$ cat config.mk
export PLATFORM = sky130hd
export DESIGN_NAME = api_frame_rx_parser_tx_framer
export DESIGN_NICKNAME = d
export VERILOG_FILES = /design/src/hdl/afp_pkg.sv /design/src/hdl/api_frame_rx_parser_tx_framer.sv /design/src/hdl/afp_front.sv /design/src/hdl/afp_queue.sv /design/src/hdl/afp_back.sv
export SDC_FILE = /design/constraint.sdc
export NUM_CORES = 1
export LEC_CHECK = 0
export BUFFER_PORTS_ARGS = -buffer_cell sky130_fd_sc_hd__buf_4
export CELL_PAD_IN_SITES_DETAIL_PLACEMENT = 1
export CELL_PAD_IN_SITES_GLOBAL_PLACEMENT = 1
export CORE_ASPECT_RATIO = 1.5
export CORE_MARGIN = 10
export CORE_UTILIZATION = 54
export CTS_CLUSTER_SIZE = 28
export DETAILED_ROUTE_END_ITERATION = 16
export HOLD_SLACK_MARGIN = 0.02
export PLACE_DENSITY = 0.95
export SYNTH_ARGS = -nofsm -noshare
export SYNTH_HDL_FRONTEND = slang
export SYNTH_SLANG_ARGS = --single-unit
$ cat constraint.sdc
create_clock -name i_clk -period 11.3 [get_ports i_clk]
set_input_delay 1.13 -clock i_clk [delete_from_list [all_inputs] [get_ports i_clk]]
set_output_delay 1.13 -clock i_clk [all_outputs]
set_load 0.1 [all_outputs]
$ cat src/hdl/afp_pkg.sv
// ----------------------------------------------------------------------------
// afp_pkg: shared types and codes for the API frame receive parser and
// transmit framer.
// ----------------------------------------------------------------------------
package afp_pkg;

    // Input item kinds as they arrive on the port.
    localparam logic [1:0] KIND_RX      = 2'd0;
    localparam logic [1:0] KIND_BEGIN   = 2'd1;
    localparam logic [1:0] KIND_PAYLOAD = 2'd2;

    // Result kinds.
    localparam logic [1:0] OUT_SEND    = 2'd0;
    localparam logic [1:0] OUT_PAYLOAD = 2'd1;
    localparam logic [1:0] OUT_STATUS  = 2'd2;

    // Receive status codes.
    localparam logic [1:0] ST_PASS     = 2'd0;
    localparam logic [1:0] ST_CHKFAIL  = 2'd1;
    localparam logic [1:0] ST_OVERFLOW = 2'd2;

    // Configuration register indexes.
    localparam int unsigned CFG_IDX_W = 4;
    localparam logic [CFG_IDX_W-1:0] CFG_MAX_PAYLOAD     = 4'd0;
    localparam logic [CFG_IDX_W-1:0] CFG_START_DELIMITER = 4'd1;
    localparam logic [CFG_IDX_W-1:0] CFG_RX_FRAME_TYPE   = 4'd2;
    localparam logic [CFG_IDX_W-1:0] CFG_TX_FRAME_TYPE   = 4'd3;

    localparam logic [15:0] RST_MAX_PAYLOAD     = 16'd0;
    localparam logic [7:0]  RST_START_DELIMITER = 8'h7E;
    localparam logic [7:0]  RST_RX_FRAME_TYPE   = 8'h90;
    localparam logic [7:0]  RST_TX_FRAME_TYPE   = 8'h10;

    // Fixed frame constants.
    localparam logic [7:0]  CHECK_TARGET   = 8'hFF;
    localparam logic [15:0] TX_HEADER_LEN  = 16'd14;
    localparam logic [15:0] RX_PAYLOAD_OFS = 16'd12;
    localparam logic [7:0]  PAD_BYTE       = 8'h00;

    // Classified operation passed from the front to the back.
    typedef enum logic [1:0] {
        OP_RX    = 2'd0,
        OP_BEGIN = 2'd1,
        OP_PAY   = 2'd2
    } t_op;

    typedef struct packed {
        t_op         op;
        logic [7:0]  data;
        logic [15:0] count;
    } t_item;

    typedef struct packed {
        logic [15:0] max_payload;
        logic [7:0]  start_delimiter;
        logic [7:0]  rx_frame_type;
        logic [7:0]  tx_frame_type;
    } t_cfg;

    typedef struct packed {
        logic [1:0]  kind;
        logic [7:0]  byte_val;
        logic [1:0]  status;
        logic [15:0] count;
        logic        last;
    } t_result;

    // Queue status towards the front and the back.
    typedef struct packed {
        logic empty;
        logic full;
    } t_queue_status;

endpackage

$ cat src/hdl/api_frame_rx_parser_tx_framer.sv
// ----------------------------------------------------------------------------
// api_frame_rx_parser_tx_framer: API frame receive parser and transmit framer
// An item passes the input register and the queue before its result is registered.
// Throughput: one item per cycle without stalls; the last payload byte of a frame
// adds its checksum byte, and a begin item holds the unit for its header sequence.
// Reset: synchronous, active low; clears the queue, the parser and framer
// state and loads the register defaults. No clearing pass is needed.
// ----------------------------------------------------------------------------
module api_frame_rx_parser_tx_framer
    import afp_pkg::*;
#(
    parameter int unsigned QUEUE_DEPTH = 4
) (
    input  logic                 i_clk,
    input  logic                 i_rst_n,
    input  logic                 i_in_valid,
    output logic                 o_in_stall,
    input  logic [1:0]           i_kind,
    input  logic [7:0]           i_data_byte,
    input  logic [15:0]          i_tx_count,
    output logic                 o_out_valid,
    input  logic                 i_out_stall,
    output logic [1:0]           o_out_kind,
    output logic [7:0]           o_out_byte,
    output logic [1:0]           o_status,
    output logic [15:0]          o_payload_count,
    output logic                 o_last,
    input  logic                 i_cfg_valid,
    output logic                 o_cfg_ready,
    input  logic [CFG_IDX_W-1:0] i_cfg_index,
    input  logic [15:0]          i_cfg_data
);

    t_cfg          r_cfg;
    t_item         w_push_item;
    t_item         w_pop_item;
    logic          w_push;
    logic          w_pop;
    logic          w_busy;
    t_queue_status w_queue;
    t_result       w_result;
    logic [$clog2(QUEUE_DEPTH+1)-1:0] w_level;

    assign o_cfg_ready = 1'b1;

    always_ff @(posedge i_clk) begin
        if (!i_rst_n) begin
            r_cfg.max_payload     <= RST_MAX_PAYLOAD;
            r_cfg.start_delimiter <= RST_START_DELIMITER;
            r_cfg.rx_frame_type   <= RST_RX_FRAME_TYPE;
            r_cfg.tx_frame_type   <= RST_TX_FRAME_TYPE;
        end else if (i_cfg_valid && o_cfg_ready) begin
            unique case (i_cfg_index)
                CFG_MAX_PAYLOAD:     r_cfg.max_payload     <= i_cfg_data;
                CFG_START_DELIMITER: r_cfg.start_delimiter <= i_cfg_data[7:0];
                CFG_RX_FRAME_TYPE:   r_cfg.rx_frame_type   <= i_cfg_data[7:0];
                CFG_TX_FRAME_TYPE:   r_cfg.tx_frame_type   <= i_cfg_data[7:0];
                default: ;
            endcase
        end
    end

    afp_front u_front (
        .i_clk       (i_clk),
        .i_rst_n     (i_rst_n),
        .i_in_valid  (i_in_valid),
        .o_in_stall  (o_in_stall),
        .i_kind      (i_kind),
        .i_data_byte (i_data_byte),
        .i_tx_count  (i_tx_count),
        .i_queue     (w_queue),
        .o_push      (w_push),
        .o_item      (w_push_item)
    );

    afp_queue #(
        .DEPTH (QUEUE_DEPTH)
    ) u_queue (
        .i_clk    (i_clk),
        .i_rst_n  (i_rst_n),
        .i_push   (w_push),
        .i_item   (w_push_item),
        .i_pop    (w_pop),
        .o_item   (w_pop_item),
        .o_status (w_queue),
        .o_level  (w_level)
    );

    afp_back u_back (
        .i_clk         (i_clk),
        .i_rst_n       (i_rst_n),
        .i_cfg         (r_cfg),
        .i_item        (w_pop_item),
        .i_queue_empty (w_queue.empty),
        .o_pop         (w_pop),
        .o_busy        (w_busy),
        .o_out_valid   (o_out_valid),
        .i_out_stall   (i_out_stall),
        .o_result      (w_result)
    );

    assign o_out_kind      = w_result.kind;
    assign o_out_byte      = w_result.byte_val;
    assign o_status        = w_result.status;
    assign o_payload_count = w_result.count;
    assign o_last          = w_result.last;

    // The queue never holds more than its depth.
    a_queue_level: assert property (@(posedge i_clk) disable iff (!i_rst_n)
        w_level <= ($clog2(QUEUE_DEPTH+1))'(QUEUE_DEPTH))
        else $error("item queue level beyond its depth");

    // A running header sequence always produces a byte once the output moves.
    a_busy_emits: assert property (@(posedge i_clk) disable iff (!i_rst_n)
        (w_busy && (!o_out_valid || !i_out_stall)) |=> o_out_valid)
        else $error("transmit sequence gave no byte");

    // Nothing is taken from the queue while a header sequence runs.
    a_no_pop_busy: assert property (@(posedge i_clk) disable iff (!i_rst_n)
        w_busy |-> !w_pop)
        else $error("queue popped during transmit sequence");

endmodule

$ cat src/hdl/afp_front.sv
// ----------------------------------------------------------------------------
// afp_front: input register and classifier
// Takes input transactions, decodes the kind and hands classified items to
// the queue. Items of an unused kind are taken and dropped here.
// ----------------------------------------------------------------------------
module afp_front
    import afp_pkg::*;
(
    input  logic          i_clk,
    input  logic          i_rst_n,
    input  logic          i_in_valid,
    output logic          o_in_stall,
    input  logic [1:0]    i_kind,
    input  logic [7:0]    i_data_byte,
    input  logic [15:0]   i_tx_count,
    input  t_queue_status i_queue,
    output logic          o_push,
    output t_item         o_item
);

    logic  r_valid;
    t_item r_item;
    logic  w_accept;
    logic  w_keep;
    t_op   w_op;

    assign o_in_stall = r_valid && i_queue.full;
    assign w_accept   = i_in_valid && !o_in_stall;
    assign o_push     = r_valid && !i_queue.full;
    assign o_item     = r_item;

    always_comb begin
        w_keep = 1'b1;
        w_op   = OP_RX;
        unique case (i_kind)
            KIND_RX:      w_op = OP_RX;
            KIND_BEGIN:   w_op = OP_BEGIN;
            KIND_PAYLOAD: w_op = OP_PAY;
            default:      w_keep = 1'b0;
        endcase
    end

    always_ff @(posedge i_clk) begin
        if (!i_rst_n) begin
            r_valid <= 1'b0;
        end else if (w_accept) begin
            r_valid <= w_keep;
        end else if (o_push) begin
            r_valid <= 1'b0;
        end
    end

    always_ff @(posedge i_clk) begin
        if (w_accept) begin
            r_item.op    <= w_op;
            r_item.data  <= i_data_byte;
            r_item.count <= i_tx_count;
        end
    end

endmodule

$ cat src/hdl/afp_queue.sv
// ----------------------------------------------------------------------------
// afp_queue: short item queue
// Circular buffer of classified items between the front and the back.
// ----------------------------------------------------------------------------
module afp_queue
    import afp_pkg::*;
#(
    parameter int unsigned DEPTH = 4
) (
    input  logic          i_clk,
    input  logic          i_rst_n,
    input  logic          i_push,
    input  t_item         i_item,
    input  logic          i_pop,
    output t_item         o_item,
    output t_queue_status o_status,
    output logic [$clog2(DEPTH+1)-1:0] o_level
);

    localparam int unsigned PTR_W = $clog2(DEPTH);
    localparam int unsigned CNT_W = $clog2(DEPTH + 1);
    localparam logic [PTR_W-1:0] LAST_PTR = PTR_W'(DEPTH - 1);
    localparam logic [CNT_W-1:0] FULL_CNT = CNT_W'(DEPTH);

    t_item            r_mem [DEPTH];
    logic [PTR_W-1:0] r_wr_ptr;
    logic [PTR_W-1:0] r_rd_ptr;
    logic [CNT_W-1:0] r_count;
    logic             w_push;
    logic             w_pop;

    assign o_status.empty = (r_count == '0);
    assign o_status.full  = (r_count == FULL_CNT);
    assign o_level        = r_count;
    assign o_item         = r_mem[r_rd_ptr];
    assign w_push         = i_push && !o_status.full;
    assign w_pop          = i_pop && !o_status.empty;

    always_ff @(posedge i_clk) begin
        if (!i_rst_n) begin
            r_wr_ptr <= '0;
            r_rd_ptr <= '0;
            r_count  <= '0;
        end else begin
            if (w_push) begin
                r_wr_ptr <= (r_wr_ptr == LAST_PTR) ? '0 : r_wr_ptr + 1'b1;
            end
            if (w_pop) begin
                r_rd_ptr <= (r_rd_ptr == LAST_PTR) ? '0 : r_rd_ptr + 1'b1;
            end
            if (w_push && !w_pop) begin
                r_count <= r_count + 1'b1;
            end else if (w_pop && !w_push) begin
                r_count <= r_count - 1'b1;
            end
        end
    end

    always_ff @(posedge i_clk) begin
        if (w_push) begin
            r_mem[r_wr_ptr] <= i_item;
        end
    end

endmodule

$ cat src/hdl/afp_back.sv
// ----------------------------------------------------------------------------
// afp_back: frame execution unit
// Runs the receive parser and the transmit framer on queued items and keeps
// the result in an output register. A begin item runs a header sequence of
// one byte per cycle while the output is not stalled.
// ----------------------------------------------------------------------------
module afp_back
    import afp_pkg::*;
(
    input  logic        i_clk,
    input  logic        i_rst_n,
    input  t_cfg        i_cfg,
    input  t_item       i_item,
    input  logic        i_queue_empty,
    output logic        o_pop,
    output logic        o_busy,
    output logic        o_out_valid,
    input  logic        i_out_stall,
    output t_result     o_result
);

    typedef enum logic [4:0] {
        PH_HUNT   = 5'b00001,
        PH_LEN_HI = 5'b00010,
        PH_LEN_LO = 5'b00100,
        PH_DATA   = 5'b01000,
        PH_CHECK  = 5'b10000
    } t_phase;

    localparam logic [4:0] STEP_DELIM    = 5'd0;
    localparam logic [4:0] STEP_LEN_HI   = 5'd1;
    localparam logic [4:0] STEP_LEN_LO   = 5'd2;
    localparam logic [4:0] STEP_TYPE     = 5'd3;
    localparam logic [4:0] STEP_ID       = 5'd4;
    localparam logic [4:0] STEP_ADDR0    = 5'd5;
    localparam logic [4:0] STEP_ADDR7    = 5'd12;
    localparam logic [4:0] STEP_SHORT_HI = 5'd13;
    localparam logic [4:0] STEP_SHORT_LO = 5'd14;
    localparam logic [4:0] STEP_RADIUS   = 5'd15;
    localparam logic [4:0] STEP_OPTIONS  = 5'd16;
    localparam logic [4:0] STEP_CHK      = 5'd17;

    t_phase      r_phase, n_phase;
    logic [15:0] r_len, n_len;
    logic [15:0] r_seen, n_seen;
    logic [7:0]  r_rsum, n_rsum;
    logic [15:0] r_pidx, n_pidx;
    logic        r_skip, n_skip;
    logic [63:0] r_laddr, n_laddr;
    logic [15:0] r_saddr, n_saddr;
    logic [15:0] r_rem, n_rem;
    logic [7:0]  r_tsum, n_tsum;
    logic        r_busy, n_busy;
    logic [4:0]  r_step, n_step;
    logic        r_out_valid;
    t_result     r_result;

    logic        w_out_free;
    logic        w_emit;
    t_result     w_res;
    logic [15:0] w_tx_len;
    logic [2:0]  w_lane;
    logic [7:0]  w_b;
    logic        w_skip_now;

    assign w_out_free  = !r_out_valid || !i_out_stall;
    assign o_busy      = r_busy;
    assign o_out_valid = r_out_valid;
    assign o_result    = r_result;
    assign w_tx_len    = r_rem + TX_HEADER_LEN;
    assign w_lane      = 3'(STEP_ADDR7 - r_step);
    assign w_b         = i_item.data;
    assign w_skip_now  = r_skip || ((r_seen == '0) && (w_b != i_cfg.rx_frame_type));

    always_comb begin
        n_phase = r_phase;
        n_len   = r_len;
        n_seen  = r_seen;
        n_rsum  = r_rsum;
        n_pidx  = r_pidx;
        n_skip  = r_skip;
        n_laddr = r_laddr;
        n_saddr = r_saddr;
        n_rem   = r_rem;
        n_tsum  = r_tsum;
        n_busy  = r_busy;
        n_step  = r_step;
        o_pop   = 1'b0;
        w_emit  = 1'b0;
        w_res   = '0;

        if (w_out_free && r_busy) begin
            // Header or closing checksum of a transmit frame.
            w_emit       = 1'b1;
            w_res.kind   = OUT_SEND;
            n_step       = r_step + 1'b1;
            case (r_step) inside
                STEP_DELIM:                w_res.byte_val = i_cfg.start_delimiter;
                STEP_LEN_HI:               w_res.byte_val = w_tx_len[15:8];
                STEP_LEN_LO:               w_res.byte_val = w_tx_len[7:0];
                STEP_TYPE:                 w_res.byte_val = i_cfg.tx_frame_type;
                [STEP_ADDR0:STEP_ADDR7]:   w_res.byte_val = r_laddr[{w_lane, 3'b000} +: 8];
                STEP_SHORT_HI:             w_res.byte_val = r_saddr[15:8];
                STEP_SHORT_LO:             w_res.byte_val = r_saddr[7:0];
                STEP_CHK:                  w_res.byte_val = CHECK_TARGET - r_tsum;
                default:                   w_res.byte_val = PAD_BYTE;
            endcase
            if (r_step >= STEP_TYPE && r_step <= STEP_OPTIONS) begin
                n_tsum = r_tsum + w_res.byte_val;
            end
            if (r_step == STEP_OPTIONS) begin
                if (r_rem == '0) begin
                    n_step = STEP_CHK;
                end else begin
                    n_busy     = 1'b0;
                    w_res.last = 1'b1;
                end
            end else if (r_step == STEP_CHK) begin
                n_busy     = 1'b0;
                w_res.last = 1'b1;
            end
        end else if (w_out_free && !i_queue_empty) begin
            o_pop = 1'b1;
            unique case (i_item.op)
                OP_BEGIN: begin
                    n_tsum         = '0;
                    n_rem          = i_item.count;
                    n_busy         = 1'b1;
                    n_step         = STEP_LEN_HI;
                    w_emit         = 1'b1;
                    w_res.kind     = OUT_SEND;
                    w_res.byte_val = i_cfg.start_delimiter;
                end
                OP_PAY: begin
                    if (r_rem != '0) begin
                        w_emit         = 1'b1;
                        w_res.kind     = OUT_SEND;
                        w_res.byte_val = w_b;
                        n_tsum         = r_tsum + w_b;
                        n_rem          = r_rem - 1'b1;
                        if (r_rem == 16'd1) begin
                            // Checksum follows as the next output byte.
                            n_busy = 1'b1;
                            n_step = STEP_CHK;
                        end else begin
                            w_res.last = 1'b1;
                        end
                    end
                end
                default: begin
                    unique case (r_phase)
                        PH_LEN_HI: begin
                            n_len   = {w_b, 8'h00};
                            n_phase = PH_LEN_LO;
                        end
                        PH_LEN_LO: begin
                            n_len   = {r_len[15:8], w_b};
                            n_seen  = '0;
                            n_rsum  = '0;
                            n_pidx  = '0;
                            n_skip  = 1'b0;
                            n_phase = ({r_len[15:8], w_b} != '0) ? PH_DATA : PH_HUNT;
                        end
                        PH_DATA: begin
                            n_rsum = r_rsum + w_b;
                            n_skip = w_skip_now;
                            n_seen = r_seen + 1'b1;
                            if (r_seen + 1'b1 >= r_len) begin
                                n_phase = PH_CHECK;
                            end
                            if (!w_skip_now) begin
                                for (int i = 0; i < 8; i++) begin
                                    if (r_seen == 16'(8 - i)) begin
                                        n_laddr[8*i +: 8] = w_b;
                                    end
                                end
                                if (r_seen == 16'd9) begin
                                    n_saddr[15:8] = w_b;
                                end
                                if (r_seen == 16'd10) begin
                                    n_saddr[7:0] = w_b;
                                end
                                if (r_seen >= RX_PAYLOAD_OFS) begin
                                    w_emit     = 1'b1;
                                    w_res.last = 1'b1;
                                    if (r_pidx < i_cfg.max_payload) begin
                                        n_pidx         = r_pidx + 1'b1;
                                        w_res.kind     = OUT_PAYLOAD;
                                        w_res.byte_val = w_b;
                                    end else begin
                                        // Buffer full: report and resync.
                                        w_res.kind   = OUT_STATUS;
                                        w_res.status = ST_OVERFLOW;
                                        n_phase      = PH_HUNT;
                                    end
                                end
                            end
                        end
                        PH_CHECK: begin
                            n_phase = PH_HUNT;
                            if (!r_skip) begin
                                w_emit     = 1'b1;
                                w_res.kind = OUT_STATUS;
                                w_res.last = 1'b1;
                                if (8'(r_rsum + w_b) == CHECK_TARGET) begin
                                    w_res.status = ST_PASS;
                                    w_res.count  = r_pidx;
                                end else begin
                                    w_res.status = ST_CHKFAIL;
                                end
                            end
                        end
                        default: begin
                            n_phase = (w_b == i_cfg.start_delimiter) ? PH_LEN_HI : PH_HUNT;
                        end
                    endcase
                end
            endcase
        end
    end

    always_ff @(posedge i_clk) begin
        if (!i_rst_n) begin
            r_phase     <= PH_HUNT;
            r_len       <= '0;
            r_seen      <= '0;
            r_rsum      <= '0;
            r_pidx      <= '0;
            r_skip      <= 1'b0;
            r_laddr     <= '0;
            r_saddr     <= '0;
            r_rem       <= '0;
            r_tsum      <= '0;
            r_busy      <= 1'b0;
            r_step      <= STEP_DELIM;
            r_out_valid <= 1'b0;
        end else begin
            r_phase <= n_phase;
            r_len   <= n_len;
            r_seen  <= n_seen;
            r_rsum  <= n_rsum;
            r_pidx  <= n_pidx;
            r_skip  <= n_skip;
            r_laddr <= n_laddr;
            r_saddr <= n_saddr;
            r_rem   <= n_rem;
            r_tsum  <= n_tsum;
            r_busy  <= n_busy;
            r_step  <= n_step;
            if (w_out_free) begin
                r_out_valid <= w_emit;
            end
        end
    end

    always_ff @(posedge i_clk) begin
        if (w_out_free && w_emit) begin
            r_result <= w_res;
        end
    end

endmodule

==> flow_metrics.tcl <==
set metrics [dict create \
    r2r_end "u_back.r_tsum[6]" \
    drt-vias-per-instance 6.30 \
    start_util_pct 54.5 \
    vdd_ir_drop_max_mv 0.190 \
    tritoncts "built" \
    ys_warn_count 0 \
    period_share_pct 44.8 \
    fmax_mhz 197 \
    crit_path_end_kind "flip-flop" \
    fp.dieW_um 173 \
    synthTopCellsByCount "dfxtp_1, nand2_1, edfxtp_1, mux2i_1, nor2b_1" \
    seqPwrFrac_pct 34.5 \
    internal-power_mw 2.91 \
    clk_latency_ns 0.55 \
    clkPwrFrac_pct 27.1 \
    drtIter0Drc 1129 \
    p_sw_share_pct 40.8 \
    drive_above_1_share_pct 12.5 \
    gr-total-overflow 0 \
    gp_congestion 0.934 \
    num_rows 84 \
    drc 0 \
    final_nets 1946 \
    tns_ns 0 \
    clockBufferDepth 3 \
    clock-root-buffer "clkbuf_16" \
    p_leak_nw 8.43 \
    worstRegToRegCells 18 \
    switching_power_mw 2.01 \
    clk_pin_slew_ns 0.07 \
    grt_usage_pct 26.3 \
    setup_viol 0 \
    critPathCapture "u_back.r_tsum[6]" \
    cts_hold_buf 0 \
    finalMaxSlewViolations 0 \
    synth.distinct_cells 84 \
    combPwrFrac_pct 38.4 \
    rsz0062_at_grt "false" \
    synthArstFlopShare_pct 0 \
    syn_nets 1911 \
    ant_nets 0 \
    r2r-start "u_back.r_step[0]" \
    avgSynthCellArea_um2 10.7 \
    h-tree-depth 2 \
    nFillCells 3663 \
    vias 14600 \
    post_cts_resize_count 0 \
    numCtsBuffers 38 \
    synthFlopType "dfxtp_1" \
    status "completed" \
    crit_arrival_ns 5.51 \
    holdCritStartpoint "u_back.r_laddr[47]" \
    grt_pass1_wl_mm 91.5 \
    num_io_pins 83 \
    port_buffers 81 \
    syn_area_um2 19100 \
    area_growth_pct 11.6 \
    synth_top_area_share_pct 25.0 \
    ys_ff_latch 382 \
    crit_type "reg -> reg" \
    yosys-top-cells-area "edfxtp_1, dfxtp_1, mux2i_1" \
    syn_inst 1783 \
    p_per_area_nw_per_um2 231 \
    worst_slew_pin_slew_ns 1.17 \
    dr.pass1.iters 5 \
    cp.required_ns 11.74 \
    core_area_um2 35000 \
    slew_headroom_pct 22.0 \
    routed_wl_mm 58.4 \
    cp_max_fo 23 \
    critPathLaunch "u_back.r_step[0]" \
    synth_edf_count 159 \
    grt_pass1_vias 16200 \
    post-dp-hpwl_mm 39.6 \
    r2r_setup_slack_ns 6.23 \
    finalCriticalPeriod_ns 5.07 \
    diodes 0 \
    die_h_um 250 \
    fin_skew_ns 0.0138 \
    finalPower_mw 4.92 \
    antenna_found_initial 1 \
    grt_max_degree 116 \
    ys_seq_area_share_pct 48.4 \
    min_path_type "reg -> reg" \
    wire_per_inst_um 25.2 \
    cts_setup_buffers 0 \
    fp.dieArea_um2 43400 \
    synth_most_common_cell "dfxtp_1" \
    hold_viol 0 \
    crit_path_start_kind "flip-flop" \
    clock_sinks 382 \
    yosys.area.top_type "edfxtp_1" \
    maxCapViolations 0 \
]
power groups by stage:
stage | clock [mW] | combinational (mW) | sequential, mW
after floorplan | 0 | 1.01 | 2.08
after global placement | 0 | 1.78 | 1.71
after detailed placement | 0 | 1.85 | 1.72
after CTS | 1.35 | 1.87 | 1.70
after global routing | 1.40 | 2.01 | 1.71
final | 1.33 | 1.89 | 1.70
layout by cell type (no fill, tap or decap), types with 59 or more instances in the layout:
master / netlist / routed
dfxtp_1: 223 / 222
nand2_1: 161 / 161
edfxtp_1: 159 / 159
mux2i_1: 142 / 142
nor2b_1: 122 / 121
buf_4: 3 / 106
nor2_1: 80 / 80
inv_1: 75 / 75
ha_1: 73 / 73
a21oi_1: 59 / 59
sequential cells by signal, summed over array words and instances (netlist names), named ones only:
signal	cells
u_queue.o_level	3
r_cfg	40
u_back.r_rem	16
u_queue.r_wr_ptr	2
u_front.r_valid	1
u_back.r_rsum	8
u_back.o_busy	1
u_back.r_phase	5
u_back.r_pidx	16
u_front.o_item	26
u_back.r_step	5
u_back.o_out_valid	1
u_queue.r_rd_ptr	2
u_queue.r_mem	104
u_back.r_skip	1
u_back.r_tsum	8
u_back.r_laddr	64
u_back.o_result	29
u_back.r_seen	16
u_back.r_saddr	16
u_back.r_len	16
logic make-up (layout without fill, tap and decap cells):
family	count (synthesis)	in the layout	synth area share, %
simple gates	584	584	15.8
flops	382	382	48.4
compound gates	305	305	11.2
buf+inv	187	251	4.01
mux	184	184	12.4
fa+ha+maj	77	77	5.21
xor+xnor	63	63	2.89
other cells	1	1	0.0197
stage by stage:
step                      util (%)  std cells  worst slack [ns]  hold WS (ns)  cell area, µm²
after floorplan                  -       1783              5.90         0.435           19100
after global placement        57.2       2251              6.66         0.443           20000
after detailed placement      57.2       2251              6.40         0.458           20000
after CTS                     60.9       2320              6.42         0.466           21300
after global routing          60.9       2320              5.82         0.487           21300
final                         60.9       2320              6.23         0.463           21300
worst min path at each step:
| stage | endpoint | slack [ns] | depth (start not counted) |
|---|---|---|---|
| after global routing | u_back.r_laddr[59] | 0.49 | 2 |
| after CTS | u_back.r_laddr[47] | 0.47 | 2 |
| after global placement | u_back.r_laddr[54] | 0.44 | 2 |
| after floorplan | u_back.r_laddr[48] | 0.44 | 2 |
| final | u_back.r_laddr[47] | 0.46 | 2 |
| after detailed placement | u_back.r_laddr[47] | 0.46 | 2 |
area by class of cell:
class / instances / area, µm² / share of cell area, %
Timing Repair Buffer: 106 / 796 / 3.74
Sequential cell: 382 / 9240 / 43.4
Inverter: 76 / 285 / 1.34
Multi-Input combinational cell: 1214 / 9100 / 42.7
Clock buffer: 46 / 1010 / 4.75
Clock inverter: 23 / 274 / 1.29
Tap cell: 473 / 592 / 2.78
routing by layer:
layer | vias to the layer above | part of all wire (%) | track usage (%) | routed length (µm)
li1 | 6519 | - | - | -
met1 | 7303 | 36 | 27.2 | 20900
met2 | 558 | 52 | 47.9 | 30300
met3 | 228 | 5.3 | 4.41 | 3100
met4 | 0 | 6.9 | 17.4 | 4050
met5 | - | 0 | 0 | 0
worst max-delay path, cell delays in order, from the launching register on:
cell and delay, ns:
dfxtp_1 0.34, buf_4 0.39, ha_1 0.36, nand4b_1 0.62, nor2_1 0.33, a211oi_1 0.08
a2111oi_0 0.54, a21oi_1 0.12, a211oi_1 0.36, nor2_1 0.11, ha_1 0.22, fa_1 0.41
a21o_1 0.18, a21oi_1 0.25, o21ai_0 0.14, a21oi_1 0.19, xnor2_1 0.09, a2bb2oi_1 0.16
a21oi_1 0.08
Note: power is estimated with default switching activity, not from simulation.
